File: src/design/tkm_pkg.sv
package tkm_pkg;

  localparam int unsigned CFG_W     = 5;
  localparam int unsigned LANE_W    = 4;
  localparam int unsigned SEC_W     = 32;
  localparam int unsigned USEC_W    = 20;
  localparam int unsigned KEY_W     = SEC_W + USEC_W;
  localparam int unsigned RST_LANES = 16;
  localparam int unsigned Q_DEPTH   = 2;
  localparam int unsigned Q_AW      = 1;

  typedef enum logic {
    KIND_HEAD,
    KIND_END
  } tkm_kind_t;

  typedef struct packed {
    tkm_kind_t           kind;
    logic [LANE_W-1:0]   lane;
    logic [SEC_W-1:0]    sec;
    logic [USEC_W-1:0]   usec;
  } tkm_item_t;

  typedef enum logic [2:0] {
    BK_IDLE,
    BK_CHECK,
    BK_SCAN,
    BK_DRAIN,
    BK_EMIT,
    BK_FIN
  } tkm_state_t;

endpackage

File: src/design/tkm_if.sv
interface tkm_in_if;
  logic                        valid;
  logic                        ready;
  logic [tkm_pkg::LANE_W-1:0]  lane;
  logic                        lane_end;
  logic [tkm_pkg::SEC_W-1:0]   head_sec;
  logic [tkm_pkg::USEC_W-1:0]  head_usec;

  modport source (output valid, lane, lane_end, head_sec, head_usec, input ready);
  modport sink (input valid, lane, lane_end, head_sec, head_usec, output ready);
endinterface

interface tkm_out_if;
  logic                        valid;
  logic                        ready;
  logic [tkm_pkg::LANE_W-1:0]  chosen_lane;
  logic [tkm_pkg::SEC_W-1:0]   chosen_sec;
  logic [tkm_pkg::USEC_W-1:0]  chosen_usec;
  logic                        finished;

  modport source (output valid, chosen_lane, chosen_sec, chosen_usec, finished,
                  input ready);
  modport sink (input valid, chosen_lane, chosen_sec, chosen_usec, finished,
                output ready);
endinterface

interface tkm_cfg_if;
  logic                        valid;
  logic                        ready;
  logic [tkm_pkg::CFG_W-1:0]   data;

  modport source (output valid, data, input ready);
  modport sink (input valid, data, output ready);
endinterface

File: src/design/tkm_front.sv
module tkm_front #(
  parameter int unsigned LANES = 16
) (
  input  logic                         clk,
  input  logic                         rst_n,
  tkm_in_if.sink                       in_ch,
  tkm_cfg_if.sink                      cfg_ch,
  output logic                         push_valid,
  input  logic                         push_ready,
  output tkm_pkg::tkm_item_t           push_item,
  output logic [$clog2(LANES+1)-1:0]   lane_count
);

  localparam int unsigned CNTW    = $clog2(LANES + 1);
  localparam int unsigned CMPW    = (CNTW > tkm_pkg::CFG_W) ? CNTW : tkm_pkg::CFG_W;
  localparam int unsigned RST_CNT = (LANES < tkm_pkg::RST_LANES) ? LANES : tkm_pkg::RST_LANES;

  logic [CNTW-1:0] cnt_r;
  logic [CNTW-1:0] cnt_nxt;
  logic [CMPW-1:0] cfg_wide;
  logic            lane_ok;

  assign cfg_ch.ready = 1'b1;
  assign cfg_wide     = CMPW'(cfg_ch.data);

  // The register value is clamped once, when written.
  always_comb begin
    cnt_nxt = cnt_r;
    if (cfg_ch.valid) begin
      priority if (cfg_wide == '0) begin
        cnt_nxt = CNTW'(1);
      end else if (cfg_wide > CMPW'(LANES)) begin
        cnt_nxt = CNTW'(LANES);
      end else begin
        cnt_nxt = CNTW'(cfg_wide);
      end
    end
  end

  always_ff @(posedge clk) begin
    if (!rst_n) begin
      cnt_r <= CNTW'(RST_CNT);
    end else begin
      cnt_r <= cnt_nxt;
    end
  end

  assign lane_count = cnt_r;

  // Requests for lanes outside the merge are accepted and dropped here.
  assign lane_ok     = CMPW'(in_ch.lane) < CMPW'(cnt_r);
  assign in_ch.ready = push_ready;
  assign push_valid  = in_ch.valid && lane_ok;

  always_comb begin
    push_item.kind = in_ch.lane_end ? tkm_pkg::KIND_END : tkm_pkg::KIND_HEAD;
    push_item.lane = in_ch.lane;
    push_item.sec  = in_ch.head_sec;
    push_item.usec = in_ch.head_usec;
  end

endmodule

File: src/design/tkm_queue.sv
module tkm_queue (
  input  logic                clk,
  input  logic                rst_n,
  input  logic                push_valid,
  output logic                push_ready,
  input  tkm_pkg::tkm_item_t  push_item,
  output logic                pop_valid,
  input  logic                pop_ready,
  output tkm_pkg::tkm_item_t  pop_item
);

  tkm_pkg::tkm_item_t          q_mem_r [tkm_pkg::Q_DEPTH];
  logic [tkm_pkg::Q_AW-1:0]    wr_ptr_r;
  logic [tkm_pkg::Q_AW-1:0]    rd_ptr_r;
  logic [tkm_pkg::Q_AW:0]      cnt_r;
  logic                        do_push;
  logic                        do_pop;

  assign push_ready = cnt_r != (tkm_pkg::Q_AW + 1)'(tkm_pkg::Q_DEPTH);
  assign pop_valid  = cnt_r != '0;
  assign pop_item   = q_mem_r[rd_ptr_r];
  assign do_push    = push_valid && push_ready;
  assign do_pop     = pop_valid && pop_ready;

  always_ff @(posedge clk) begin
    if (do_push) begin
      q_mem_r[wr_ptr_r] <= push_item;
    end
  end

  always_ff @(posedge clk) begin
    if (!rst_n) begin
      wr_ptr_r <= '0;
      rd_ptr_r <= '0;
      cnt_r    <= '0;
    end else begin
      if (do_push) begin
        wr_ptr_r <= wr_ptr_r + 1'b1;
      end
      if (do_pop) begin
        rd_ptr_r <= rd_ptr_r + 1'b1;
      end
      unique case ({do_push, do_pop})
        2'b10:   cnt_r <= cnt_r + 1'b1;
        2'b01:   cnt_r <= cnt_r - 1'b1;
        default: cnt_r <= cnt_r;
      endcase
    end
  end

endmodule

File: src/design/tkm_back.sv
module tkm_back #(
  parameter int unsigned LANES = 16
) (
  input  logic                         clk,
  input  logic                         rst_n,
  input  logic [$clog2(LANES+1)-1:0]   lane_count,
  input  logic                         pop_valid,
  output logic                         pop_ready,
  input  tkm_pkg::tkm_item_t           pop_item,
  tkm_out_if.source                    out_ch
);

  localparam int unsigned LW   = $clog2(LANES);
  localparam int unsigned CNTW = $clog2(LANES + 1);
  localparam int unsigned KW   = tkm_pkg::KEY_W;

  tkm_pkg::tkm_state_t state_r, state_nxt;

  logic [LANES-1:0] live_r, live_nxt;
  logic [LANES-1:0] present_r, present_nxt;
  logic [LANES-1:0] lane_mask;
  logic [LANES-1:0] act_live;
  logic             done_r, done_nxt;

  logic [LW-1:0]    idx_r, idx_nxt;
  logic             cmp_vld_r, cmp_vld_nxt;
  logic [LW-1:0]    cmp_idx_r, cmp_idx_nxt;
  logic             best_vld_r, best_vld_nxt;
  logic [LW-1:0]    best_idx_r, best_idx_nxt;
  logic [KW-1:0]    best_key_r, best_key_nxt;
  logic             take_best;

  logic [KW-1:0]    key_mem [LANES];
  logic [KW-1:0]    rdata_r;
  logic             mem_we;
  logic             mem_re;
  logic [LW-1:0]    item_idx;

  logic                        out_valid_r, out_valid_nxt;
  logic [tkm_pkg::LANE_W-1:0]  out_lane_r, out_lane_nxt;
  logic [tkm_pkg::SEC_W-1:0]   out_sec_r, out_sec_nxt;
  logic [tkm_pkg::USEC_W-1:0]  out_usec_r, out_usec_nxt;
  logic                        out_fin_r, out_fin_nxt;
  logic                        out_free;

  assign item_idx = LW'(pop_item.lane);
  assign out_free = !out_valid_r || out_ch.ready;
  assign act_live = live_r & lane_mask;

  always_comb begin
    for (int i = 0; i < LANES; i++) begin
      lane_mask[i] = CNTW'(i) < lane_count;
    end
  end

  // Head store: written when a head arrives, read one lane per cycle during a scan.
  always_ff @(posedge clk) begin
    if (mem_we) begin
      key_mem[item_idx] <= {pop_item.sec, pop_item.usec};
    end
    if (mem_re) begin
      rdata_r <= key_mem[idx_r];
    end
  end

  // Strict compare over an ascending scan keeps the lowest lane on a tie.
  assign take_best = cmp_vld_r && live_r[cmp_idx_r] &&
                     (!best_vld_r || (rdata_r < best_key_r));

  always_comb begin
    state_nxt     = state_r;
    live_nxt      = live_r;
    present_nxt   = present_r;
    done_nxt      = done_r;
    idx_nxt       = idx_r;
    cmp_vld_nxt   = 1'b0;
    cmp_idx_nxt   = cmp_idx_r;
    best_vld_nxt  = best_vld_r;
    best_idx_nxt  = best_idx_r;
    best_key_nxt  = best_key_r;
    out_valid_nxt = out_valid_r && !out_ch.ready;
    out_lane_nxt  = out_lane_r;
    out_sec_nxt   = out_sec_r;
    out_usec_nxt  = out_usec_r;
    out_fin_nxt   = out_fin_r;
    pop_ready     = 1'b0;
    mem_we        = 1'b0;
    mem_re        = 1'b0;

    if (take_best) begin
      best_vld_nxt = 1'b1;
      best_idx_nxt = cmp_idx_r;
      best_key_nxt = rdata_r;
    end

    unique case (state_r)
      tkm_pkg::BK_IDLE: begin
        pop_ready = 1'b1;
        if (pop_valid && !done_r) begin
          state_nxt = tkm_pkg::BK_CHECK;
          if (pop_item.kind == tkm_pkg::KIND_END) begin
            live_nxt[item_idx]    = 1'b0;
            present_nxt[item_idx] = 1'b0;
          end else if (live_r[item_idx]) begin
            mem_we                = 1'b1;
            present_nxt[item_idx] = 1'b1;
          end
        end
      end
      tkm_pkg::BK_CHECK: begin
        priority if (act_live == '0) begin
          state_nxt = tkm_pkg::BK_FIN;
        end else if (&(~act_live | present_r)) begin
          state_nxt    = tkm_pkg::BK_SCAN;
          idx_nxt      = '0;
          best_vld_nxt = 1'b0;
        end else begin
          state_nxt = tkm_pkg::BK_IDLE;
        end
      end
      tkm_pkg::BK_SCAN: begin
        mem_re      = 1'b1;
        cmp_vld_nxt = 1'b1;
        cmp_idx_nxt = idx_r;
        if (CNTW'(idx_r) + CNTW'(1) == lane_count) begin
          state_nxt = tkm_pkg::BK_DRAIN;
        end else begin
          idx_nxt = idx_r + 1'b1;
        end
      end
      tkm_pkg::BK_DRAIN: begin
        state_nxt = tkm_pkg::BK_EMIT;
      end
      tkm_pkg::BK_EMIT: begin
        if (out_free) begin
          state_nxt               = tkm_pkg::BK_IDLE;
          present_nxt[best_idx_r] = 1'b0;
          out_valid_nxt           = 1'b1;
          out_lane_nxt            = tkm_pkg::LANE_W'(best_idx_r);
          out_sec_nxt             = best_key_r[KW-1:tkm_pkg::USEC_W];
          out_usec_nxt            = best_key_r[tkm_pkg::USEC_W-1:0];
          out_fin_nxt             = 1'b0;
        end
      end
      tkm_pkg::BK_FIN: begin
        if (out_free) begin
          state_nxt     = tkm_pkg::BK_IDLE;
          done_nxt      = 1'b1;
          out_valid_nxt = 1'b1;
          out_lane_nxt  = '0;
          out_sec_nxt   = '0;
          out_usec_nxt  = '0;
          out_fin_nxt   = 1'b1;
        end
      end
      default: begin
        state_nxt = tkm_pkg::BK_IDLE;
      end
    endcase
  end

  always_ff @(posedge clk) begin
    if (!rst_n) begin
      state_r     <= tkm_pkg::BK_IDLE;
      live_r      <= '1;
      present_r   <= '0;
      done_r      <= 1'b0;
      cmp_vld_r   <= 1'b0;
      best_vld_r  <= 1'b0;
      out_valid_r <= 1'b0;
    end else begin
      state_r     <= state_nxt;
      live_r      <= live_nxt;
      present_r   <= present_nxt;
      done_r      <= done_nxt;
      cmp_vld_r   <= cmp_vld_nxt;
      best_vld_r  <= best_vld_nxt;
      out_valid_r <= out_valid_nxt;
    end
  end

  always_ff @(posedge clk) begin
    idx_r      <= idx_nxt;
    cmp_idx_r  <= cmp_idx_nxt;
    best_idx_r <= best_idx_nxt;
    best_key_r <= best_key_nxt;
    out_lane_r <= out_lane_nxt;
    out_sec_r  <= out_sec_nxt;
    out_usec_r <= out_usec_nxt;
    out_fin_r  <= out_fin_nxt;
  end

  assign out_ch.valid       = out_valid_r;
  assign out_ch.chosen_lane = out_lane_r;
  assign out_ch.chosen_sec  = out_sec_r;
  assign out_ch.chosen_usec = out_usec_r;
  assign out_ch.finished    = out_fin_r;

endmodule

File: src/design/timestamp_kway_merge.sv
// A request that emits nothing passes at most the back end's idle and check states.
// A request that completes a set of heads also runs the scan over the n lanes in use,
// which reads one stored head per cycle, then drain and emit; emit waits on a stalled
// output, and the back end pops no new request until it is back in idle.
// Reset (rst_n, synchronous, active low): all lanes live, no heads held,
// lane count 16 (or LANES if smaller); head store contents are left as they are.
module timestamp_kway_merge #(
  parameter int unsigned LANES = 16
) (
  input  logic        clk,
  input  logic        rst_n,
  tkm_in_if.sink      in_ch,
  tkm_out_if.source   out_ch,
  tkm_cfg_if.sink     cfg_ch
);

  localparam int unsigned CNTW = $clog2(LANES + 1);

  logic                push_valid;
  logic                push_ready;
  tkm_pkg::tkm_item_t  push_item;
  logic                pop_valid;
  logic                pop_ready;
  tkm_pkg::tkm_item_t  pop_item;
  logic [CNTW-1:0]     lane_count;

  tkm_front #(
    .LANES (LANES)
  ) u_front (
    .clk        (clk),
    .rst_n      (rst_n),
    .in_ch      (in_ch),
    .cfg_ch     (cfg_ch),
    .push_valid (push_valid),
    .push_ready (push_ready),
    .push_item  (push_item),
    .lane_count (lane_count)
  );

  tkm_queue u_queue (
    .clk        (clk),
    .rst_n      (rst_n),
    .push_valid (push_valid),
    .push_ready (push_ready),
    .push_item  (push_item),
    .pop_valid  (pop_valid),
    .pop_ready  (pop_ready),
    .pop_item   (pop_item)
  );

  tkm_back #(
    .LANES (LANES)
  ) u_back (
    .clk        (clk),
    .rst_n      (rst_n),
    .lane_count (lane_count),
    .pop_valid  (pop_valid),
    .pop_ready  (pop_ready),
    .pop_item   (pop_item),
    .out_ch     (out_ch)
  );

endmodule

File: src/flat_wrapper.sv
// flat-port wrapper written by rule: the top's interface ports become plain ports
module timestamp_kway_merge_flat 
#(
  parameter int unsigned LANES = 16
)
  (clk, rst_n, in_ch_valid, in_ch_lane, in_ch_lane_end, in_ch_head_sec, in_ch_head_usec, in_ch_ready, out_ch_valid, out_ch_chosen_lane, out_ch_chosen_sec, out_ch_chosen_usec, out_ch_finished, out_ch_ready, cfg_ch_valid, cfg_ch_data, cfg_ch_ready);
  tkm_in_if in_ch_i ();
  tkm_out_if out_ch_i ();
  tkm_cfg_if cfg_ch_i ();
  input  logic clk;
  input  logic rst_n;
  input wire logic [$bits(in_ch_i.valid)-1:0] in_ch_valid;
  input wire logic [$bits(in_ch_i.lane)-1:0] in_ch_lane;
  input wire logic [$bits(in_ch_i.lane_end)-1:0] in_ch_lane_end;
  input wire logic [$bits(in_ch_i.head_sec)-1:0] in_ch_head_sec;
  input wire logic [$bits(in_ch_i.head_usec)-1:0] in_ch_head_usec;
  output wire logic [$bits(in_ch_i.ready)-1:0] in_ch_ready;
  output wire logic [$bits(out_ch_i.valid)-1:0] out_ch_valid;
  output wire logic [$bits(out_ch_i.chosen_lane)-1:0] out_ch_chosen_lane;
  output wire logic [$bits(out_ch_i.chosen_sec)-1:0] out_ch_chosen_sec;
  output wire logic [$bits(out_ch_i.chosen_usec)-1:0] out_ch_chosen_usec;
  output wire logic [$bits(out_ch_i.finished)-1:0] out_ch_finished;
  input wire logic [$bits(out_ch_i.ready)-1:0] out_ch_ready;
  input wire logic [$bits(cfg_ch_i.valid)-1:0] cfg_ch_valid;
  input wire logic [$bits(cfg_ch_i.data)-1:0] cfg_ch_data;
  output wire logic [$bits(cfg_ch_i.ready)-1:0] cfg_ch_ready;
  assign in_ch_i.valid = in_ch_valid;
  assign in_ch_i.lane = in_ch_lane;
  assign in_ch_i.lane_end = in_ch_lane_end;
  assign in_ch_i.head_sec = in_ch_head_sec;
  assign in_ch_i.head_usec = in_ch_head_usec;
  assign in_ch_ready = in_ch_i.ready;
  assign out_ch_valid = out_ch_i.valid;
  assign out_ch_chosen_lane = out_ch_i.chosen_lane;
  assign out_ch_chosen_sec = out_ch_i.chosen_sec;
  assign out_ch_chosen_usec = out_ch_i.chosen_usec;
  assign out_ch_finished = out_ch_i.finished;
  assign out_ch_i.ready = out_ch_ready;
  assign cfg_ch_i.valid = cfg_ch_valid;
  assign cfg_ch_i.data = cfg_ch_data;
  assign cfg_ch_ready = cfg_ch_i.ready;
  timestamp_kway_merge #(.LANES(LANES)) u_core (.clk(clk), .rst_n(rst_n), .in_ch(in_ch_i), .out_ch(out_ch_i), .cfg_ch(cfg_ch_i));
endmodule
File: config.mk
export PLATFORM = sky130hd
export DESIGN_NAME = timestamp_kway_merge_flat
export DESIGN_NICKNAME = d
export VERILOG_FILES = /design/src/design/tkm_pkg.sv /design/src/design/tkm_if.sv /design/src/design/tkm_front.sv /design/src/design/tkm_queue.sv /design/src/design/tkm_back.sv /design/src/design/timestamp_kway_merge.sv /design/src/flat_wrapper.sv
export SDC_FILE = /design/constraint.sdc
export NUM_CORES = 1
export LEC_CHECK = 0
export ABC_AREA = 1
export ABC_CLOCK_PERIOD_IN_PS = 13730
export BUFFER_PORTS_ARGS = -buffer_cell sky130_fd_sc_hd__buf_2
export CORE_AREA = 3 3 350 352
export CTS_CLUSTER_SIZE = 12
export DETAILED_ROUTE_END_ITERATION = 8
export DIE_AREA = 0 0 353 355
export HOLD_SLACK_MARGIN = 0.03
export PLACE_DENSITY_LB_ADDON = 0.3
export SLEW_MARGIN = 40
export SYNTH_ARGS = -nofsm -noshare
export SYNTH_HDL_FRONTEND = slang
export SYNTH_SLANG_ARGS = --single-unit
export TNS_END_PERCENT = 30
File: constraint.sdc
create_clock -name clk -period 13.73 [get_ports clk]
set_input_delay 0.6865 -clock clk [delete_from_list [all_inputs] [get_ports clk]]
set_output_delay 0.6865 -clock clk [all_outputs]
set_load 0.05 [all_outputs]
* Word-level counts from Yosys, hierarchy flattened
Memories as Yosys holds them, arrays and structs flattened. A register that Yosys moved wholly into a read port is not among the register bits.
Index checks and enable logic that the tools add are counted.
Widths: inputs -> output; s select.
** Storage, ports and cells
- Register bits :: 169
- RAM bits :: 946
- Input port bits :: 67
- Output and inout bits :: 60
- Word-level logic and storage cells :: 166
- Memories kept :: 2
** Cells by class
- $add $sub $neg :: 6
- Magnitude comparators :: 24
- Eq/ne operators :: 18
- Muxes and demuxes :: 57
- Bitwise logic cells :: 9
- Reductions and logical operators :: 31
** Memory list
- u_core.u_back.key_mem :: depth 16, width 52, read ports 1, clocked after memory_dff 1, wr ports 1, RTL line tkm_back.sv:33 : logic [KW-1:0] key_mem [LANES];
- u_core.u_queue.q_mem_r :: depth 2, width 57, read ports 1, clocked after memory_dff 1, wr ports 1, RTL line tkm_queue.sv:12 : tkm_pkg::tkm_item_t q_mem_r [tkm_pkg::Q_DEPTH];
** Operators by type and width (number)
- $and 16x16->16 :: 4
- $mux 16 :: 4
- $mux 32 :: 2
- $pmux 32 s2 :: 1
- $lt 52x52->1 :: 1
- $not 16->16 :: 3
- $lt 4x5->1 const A :: 8
- $mux 20 :: 2
- $pmux 20 s2 :: 1
- $or 16x16->16 :: 2
- $pmux 16 s2 :: 1
- $mux 1 :: 25
- $lt 3x5->1 const A :: 4
- $mux 4 :: 5
- $logic_not 16->1 :: 1
- $ne 2x2->1 const B :: 8
- $pmux 4 s2 :: 2
- $reduce_and 16->1 :: 1
- $lt 4x5->1 const B :: 3
- $pmux 3 s5 :: 1
- $mux 3 :: 4
- $lt 1x5->1 const A :: 2
- $lt 2x5->1 const A :: 2
- $mux 5 :: 2
- other kinds (31) :: 56

* Depth between registers and ports, before layout
- Depth in word-level cells :: 9
- Depth in mapped cells :: 17
- Depth with buffers taken out :: 15

* Hierarchy
From an unflattened synthesis, not the netlist that was laid out.
** Second synthesis, totals
- Cells, all modules :: 3625
- Area, all modules :: 47073.9 µm²
** By module, submodules not included
- tkm_back :: times used 1, cells an instance 3309, area each 41871.4 µm²
- tkm_queue :: times used 1, cells an instance 213, area each 4468.0 µm²
- tkm_front :: times used 1, cells an instance 103, area each 734.5 µm²

* Worst setup path after synthesis
Ideal clock, no wire load.
- Kind :: flip-flop to flip-flop
- From :: register u_core.u_back.state_r[0]
- To :: register u_core.u_back.idx_r[3] (data pin)
- Data arrival time :: 5282 ps
- Data required time :: 13566 ps
- Slack :: 8284 ps
- Cell stages (with the launch flop) :: 5
- Buffers on the path :: 1
- Cells stage by stage :: dfxtp_1 > clkbuf_1 > nor3_1 > inv_1 > nor2_1
** On the way
- Word-level cells in the longest chain between the ends :: 2
- Elaborated cells between the ends (all ways) :: 3
- Those cells by class :: 2 x eq/ne; 1 x mux
** RTL lines
- start, declared :: RTL line tkm_back.sv:17 : tkm_pkg::tkm_state_t state_r, state_nxt;
- start signal, assigned :: RTL line tkm_back.sv:164 : state_r <= tkm_pkg::BK_IDLE;
- start signal, assigned :: RTL line tkm_back.sv:172 : state_r <= state_nxt;
- $eq 3x2->1 or $eq 3x1->1 (tied branches) :: RTL line tkm_back.sv:96 : unique case (state_r)
- $pmux 4 s2 (*) :: RTL line tkm_back.sv:96
- end signal, assigned :: RTL line tkm_back.sv:183 : idx_r <= idx_nxt;
- end, declared :: RTL line tkm_back.sv:25 : logic [LW-1:0] idx_r, idx_nxt;
Mark *: on every way between the ends. The rest lies on a longest branch, timed or not.
A chain may end at the register's enable or synchronous reset.

==> metrics.yaml <==
route:
  avgViaCountPerCell: 5.139
  met2_length_um: 50250
  wl_per_cell_um: 20.40
  drc: 0
  totalWireLength_um: 110000
  wl_met3_um: 7868
  drt_first_pass_iters: 6
  highest_layer: "met5"
  met1Wirelength_um: 49640
  num_vias: 27720
  ant_nets: 0
  first_iter_violations: 2362
run:
  drv_cap: 0
timing:
  finalSetupViolCount: 0
  finalMaxSlewViolations: 0
  grt_setup_unrepaired: "false"
  skew_ns: 0.02592
  finalSetupTns_ns: 0
  period_share_pct: 28.83
  slew_headroom_pct: 40.94
  tightest_slew_ns: 0.8859
  min_period_ns: 3.958
  timing.fmax_mhz: 252.7
  finalHoldViolations: 0
  whs_ns: 0.1613
  finalWorstSetupSlack_ns: 9.772
synthesis:
  synth_compound_area_share_pct: 10.02
  yosys.area_share.simple_pct: 6.334
  synth_mux_area_share_pct: 4.370
  synth.net_count: 3720
  ys_top_cells_by_area: "edfxtp_1 71%, mux2i_1 4.4%, nand2_1 3.6%, o21ai_0 3.4%, o211ai_1 3.4%"
  synth_flop_cell: "edfxtp_1"
  synth-xor-area-share_pct: 0.07353
  yosysTopAreaCell: "edfxtp_1"
  syn_avg_cell_area_um2: 13.25
  synth_top_family_by_area: "compound AO/OA/AOI/OAI gates"
  yosys_warnings: 0
  yosysUniqueCellTypes: 45
  synthesis.area_um2: 47650
  synthArstFlopShare_pct: 0
  synth_adder_area_share_pct: 1.471
  synth_edf_count: 1119
  synth.top_cell.area_share_pct: 70.53
  yosysSeqAreaShare_pct: 72.58
  ys_ff_latch: 1168
  postSynthCellCount: 3597
clocking:
  cts_hold_buf: 0
  cts_tree: "yes"
  clock_latency_ns: 0.71
  clockRootBuffer: "clkbuf_16"
  postCtsSetupRepairBufs: 0
  htreeDepth: 3
  clkSlewWorstSetupHoldPaths_ns: 0.06
  clock-sinks: 1168
  clk_path_buf_depth: 3
  ctsResizeCount: 0
  numCtsBuffers: 117
final_layout:
  final_common_cell: "edfxtp_1"
  area_growth_pct: 12.63
  final_cells: 5393
  drive_above_1_share_pct: 9.873
  nets: 3826
  layout_common_cells: "1119 x edfxtp_1, 457 x nand2_1, 420 x inv_1"
  fin_area_um2: 53660
  fillers: 10650
placement:
  placed_area_um2: 50110
  port-buffer-count: 125
  dp_cells: 5195
  post-place-ws_ns: 9.405
  dp_hpwl_um: 61150
  gp_congestion: 0.9107
setup_path:
  rr_endpoint: "u_core.u_back.key_mem[7][51]"
  r2r_cells: 13
  cp-start-kind: "flip-flop"
  cp-end-kind: "flip-flop"
  cp_data_required_time_ns: 14.06
  arrival_ns: 4.29
  crit_path_max_fanout: 49
  ff2ff_setup_slack_ns: 9.77
  critPathKind: "reg -> reg"
min_path:
  hold_end: "u_core.u_queue.q_mem_r[1][44]"
  worstHoldStart: "in_ch_head_sec[24]"
  holdPathStages: 1
  hold_path_class: "in -> reg"
power_and_ir_drop:
  vdd_drop_max_mv: 0.1043
  powerDensity_nw_per_um2: 153.2
  leakagePower_nw: 19.92
global_route:
  gr-total-overflow: 0
  grt_pass1_wl_um: 165100
  antenna_found_initial: 12
  first_global_vias: 26370
  track_usage_pct: 17.19
  grt_max_degree: 153
floorplanning:
  core-area_um2: 119700
  die_w_um: 353
  placementRows: 127
  fp.dieH_um: 355
  die-area_um2: 125300
  start_util_pct: 39.82
  io_pins: 127
run_status:
  run_status: "finished, final reports clean"
[worst max path at each step]
stage               depth (start not counted)                            end                startpoint  slack (ns)
CTS                                        12   u_core.u_back.key_mem[5][51]                 flip-flop        9.38
floorplan                                   4         u_core.u_back.idx_r[3]  u_core.u_back.state_r[0]        8.28
detailed placement                         12   u_core.u_back.key_mem[5][50]                 flip-flop        9.40
global placement                           12  u_core.u_back.key_mem[14][35]                 flip-flop        9.34
finish                                     13   u_core.u_back.key_mem[7][51]                 flip-flop        9.77
global route                               12   u_core.u_back.key_mem[5][42]                 flip-flop        9.55
[power breakdown]
| group | total, mW | internal (mW) | switching, mW |
|---|---|---|---|
| clock network | 2.97 | 1.68 | 1.29 |
| registers | 4.40 | 4.36 | 0.0447 |
| logic | 0.847 | 0.134 | 0.713 |
| total | 8.22 | 6.17 | 2.05 |
[kinds of logic (layout without fill, tap and decap cells)]
group	Yosys count	count (layout)
simple gates	714	714
xor+xnor	4	4
other cells	1	4
flops	1168	1168
fa+ha+maj	56	56
mux	208	208
compound gates	831	831
buf+inv	615	796
[critical path, stage by stage, from the launching register on]
cell,delay (ns)
dfxtp_4,0.47
buf_4,0.52
nand2_1,0.14
o21ai_2,0.11
inv_1,0.09
nor2_2,0.18
nand2_1,0.08
nand2_1,0.07
nor2_2,0.06
nor2_1,0.18
nand2_4,0.31
nor2_4,0.54
buf_16,0.22
buf_4,0.52
[synth_stat cells, drive strengths merged (2+ instances only)]
master / instances
or2: 5
xor2: 3
dfxtp: 49
nor3: 4
edfxtp: 1119
clkbuf: 101
o211ai: 213
a21oi: 270
nand4: 28
nand3: 92
nor2: 119
a22oi: 15
nand2: 463
and2: 2
o22ai: 5
o21ai: 324
inv: 427
clkinv: 2
ha: 56
mux2i: 208
buf: 85
[layer usage]
metal | global-route usage [%] | up-vias
met2 | 27.28 | 798
met1 | 24.29 | 13570
li1 | - | 13160
met3 | 3.465 | 174
met4 | 4.444 | 12
met5 | 0 | -
[sequential cells by signal, indices dropped and copies added (netlist names), named ones only]
register	flops
u_core.u_queue.rd_ptr_r	1
u_core.u_back.cmp_vld_r	1
u_core.u_back.rdata_r	52
u_core.u_back.best_idx_r	4
u_core.u_back.out_ch.chosen_usec	20
u_core.u_back.idx_r	4
u_core.u_back.out_ch.chosen_lane	4
u_core.u_queue.q_mem_r	114
u_core.u_back.cmp_idx_r	4
u_core.u_back.done_r	1
u_core.u_queue.wr_ptr_r	1
u_core.u_back.key_mem	832
u_core.u_queue.cnt_r	2
u_core.u_back.live_r	16
u_core.u_back.out_ch.valid	1
u_core.u_back.best_key_r	52
u_core.u_back.state_r	3
u_core.u_back.out_ch.finished	1
u_core.u_back.out_ch.chosen_sec	32
u_core.u_back.best_vld_r	1
u_core.u_front.lane_count	5
[stage by stage]
step | total power [mW] | util, %
finish | 8.221 | 44.85
global route | 8.547 | 44.84
CTS | 8.302 | 44.81
detailed placement | 5.329 | 41.88
global placement | 5.299 | 41.74
floorplan | 5.006 | -
[area by class of cell]
cell class                 count  area [um^2]  area share [%]
clock inverter                37        371.6          0.6925
tap                         1612         2017           3.759
inverter                     429         1619           3.017
sequential                  1168        34590           64.45
timing repair buffer         173         1175           2.189
multi-input combinational   1814        10760           20.04
antenna                        3        7.507         0.01399
clock buffer                 157         3131           5.834
Note: power is estimated with default switching activity, not from simulation.
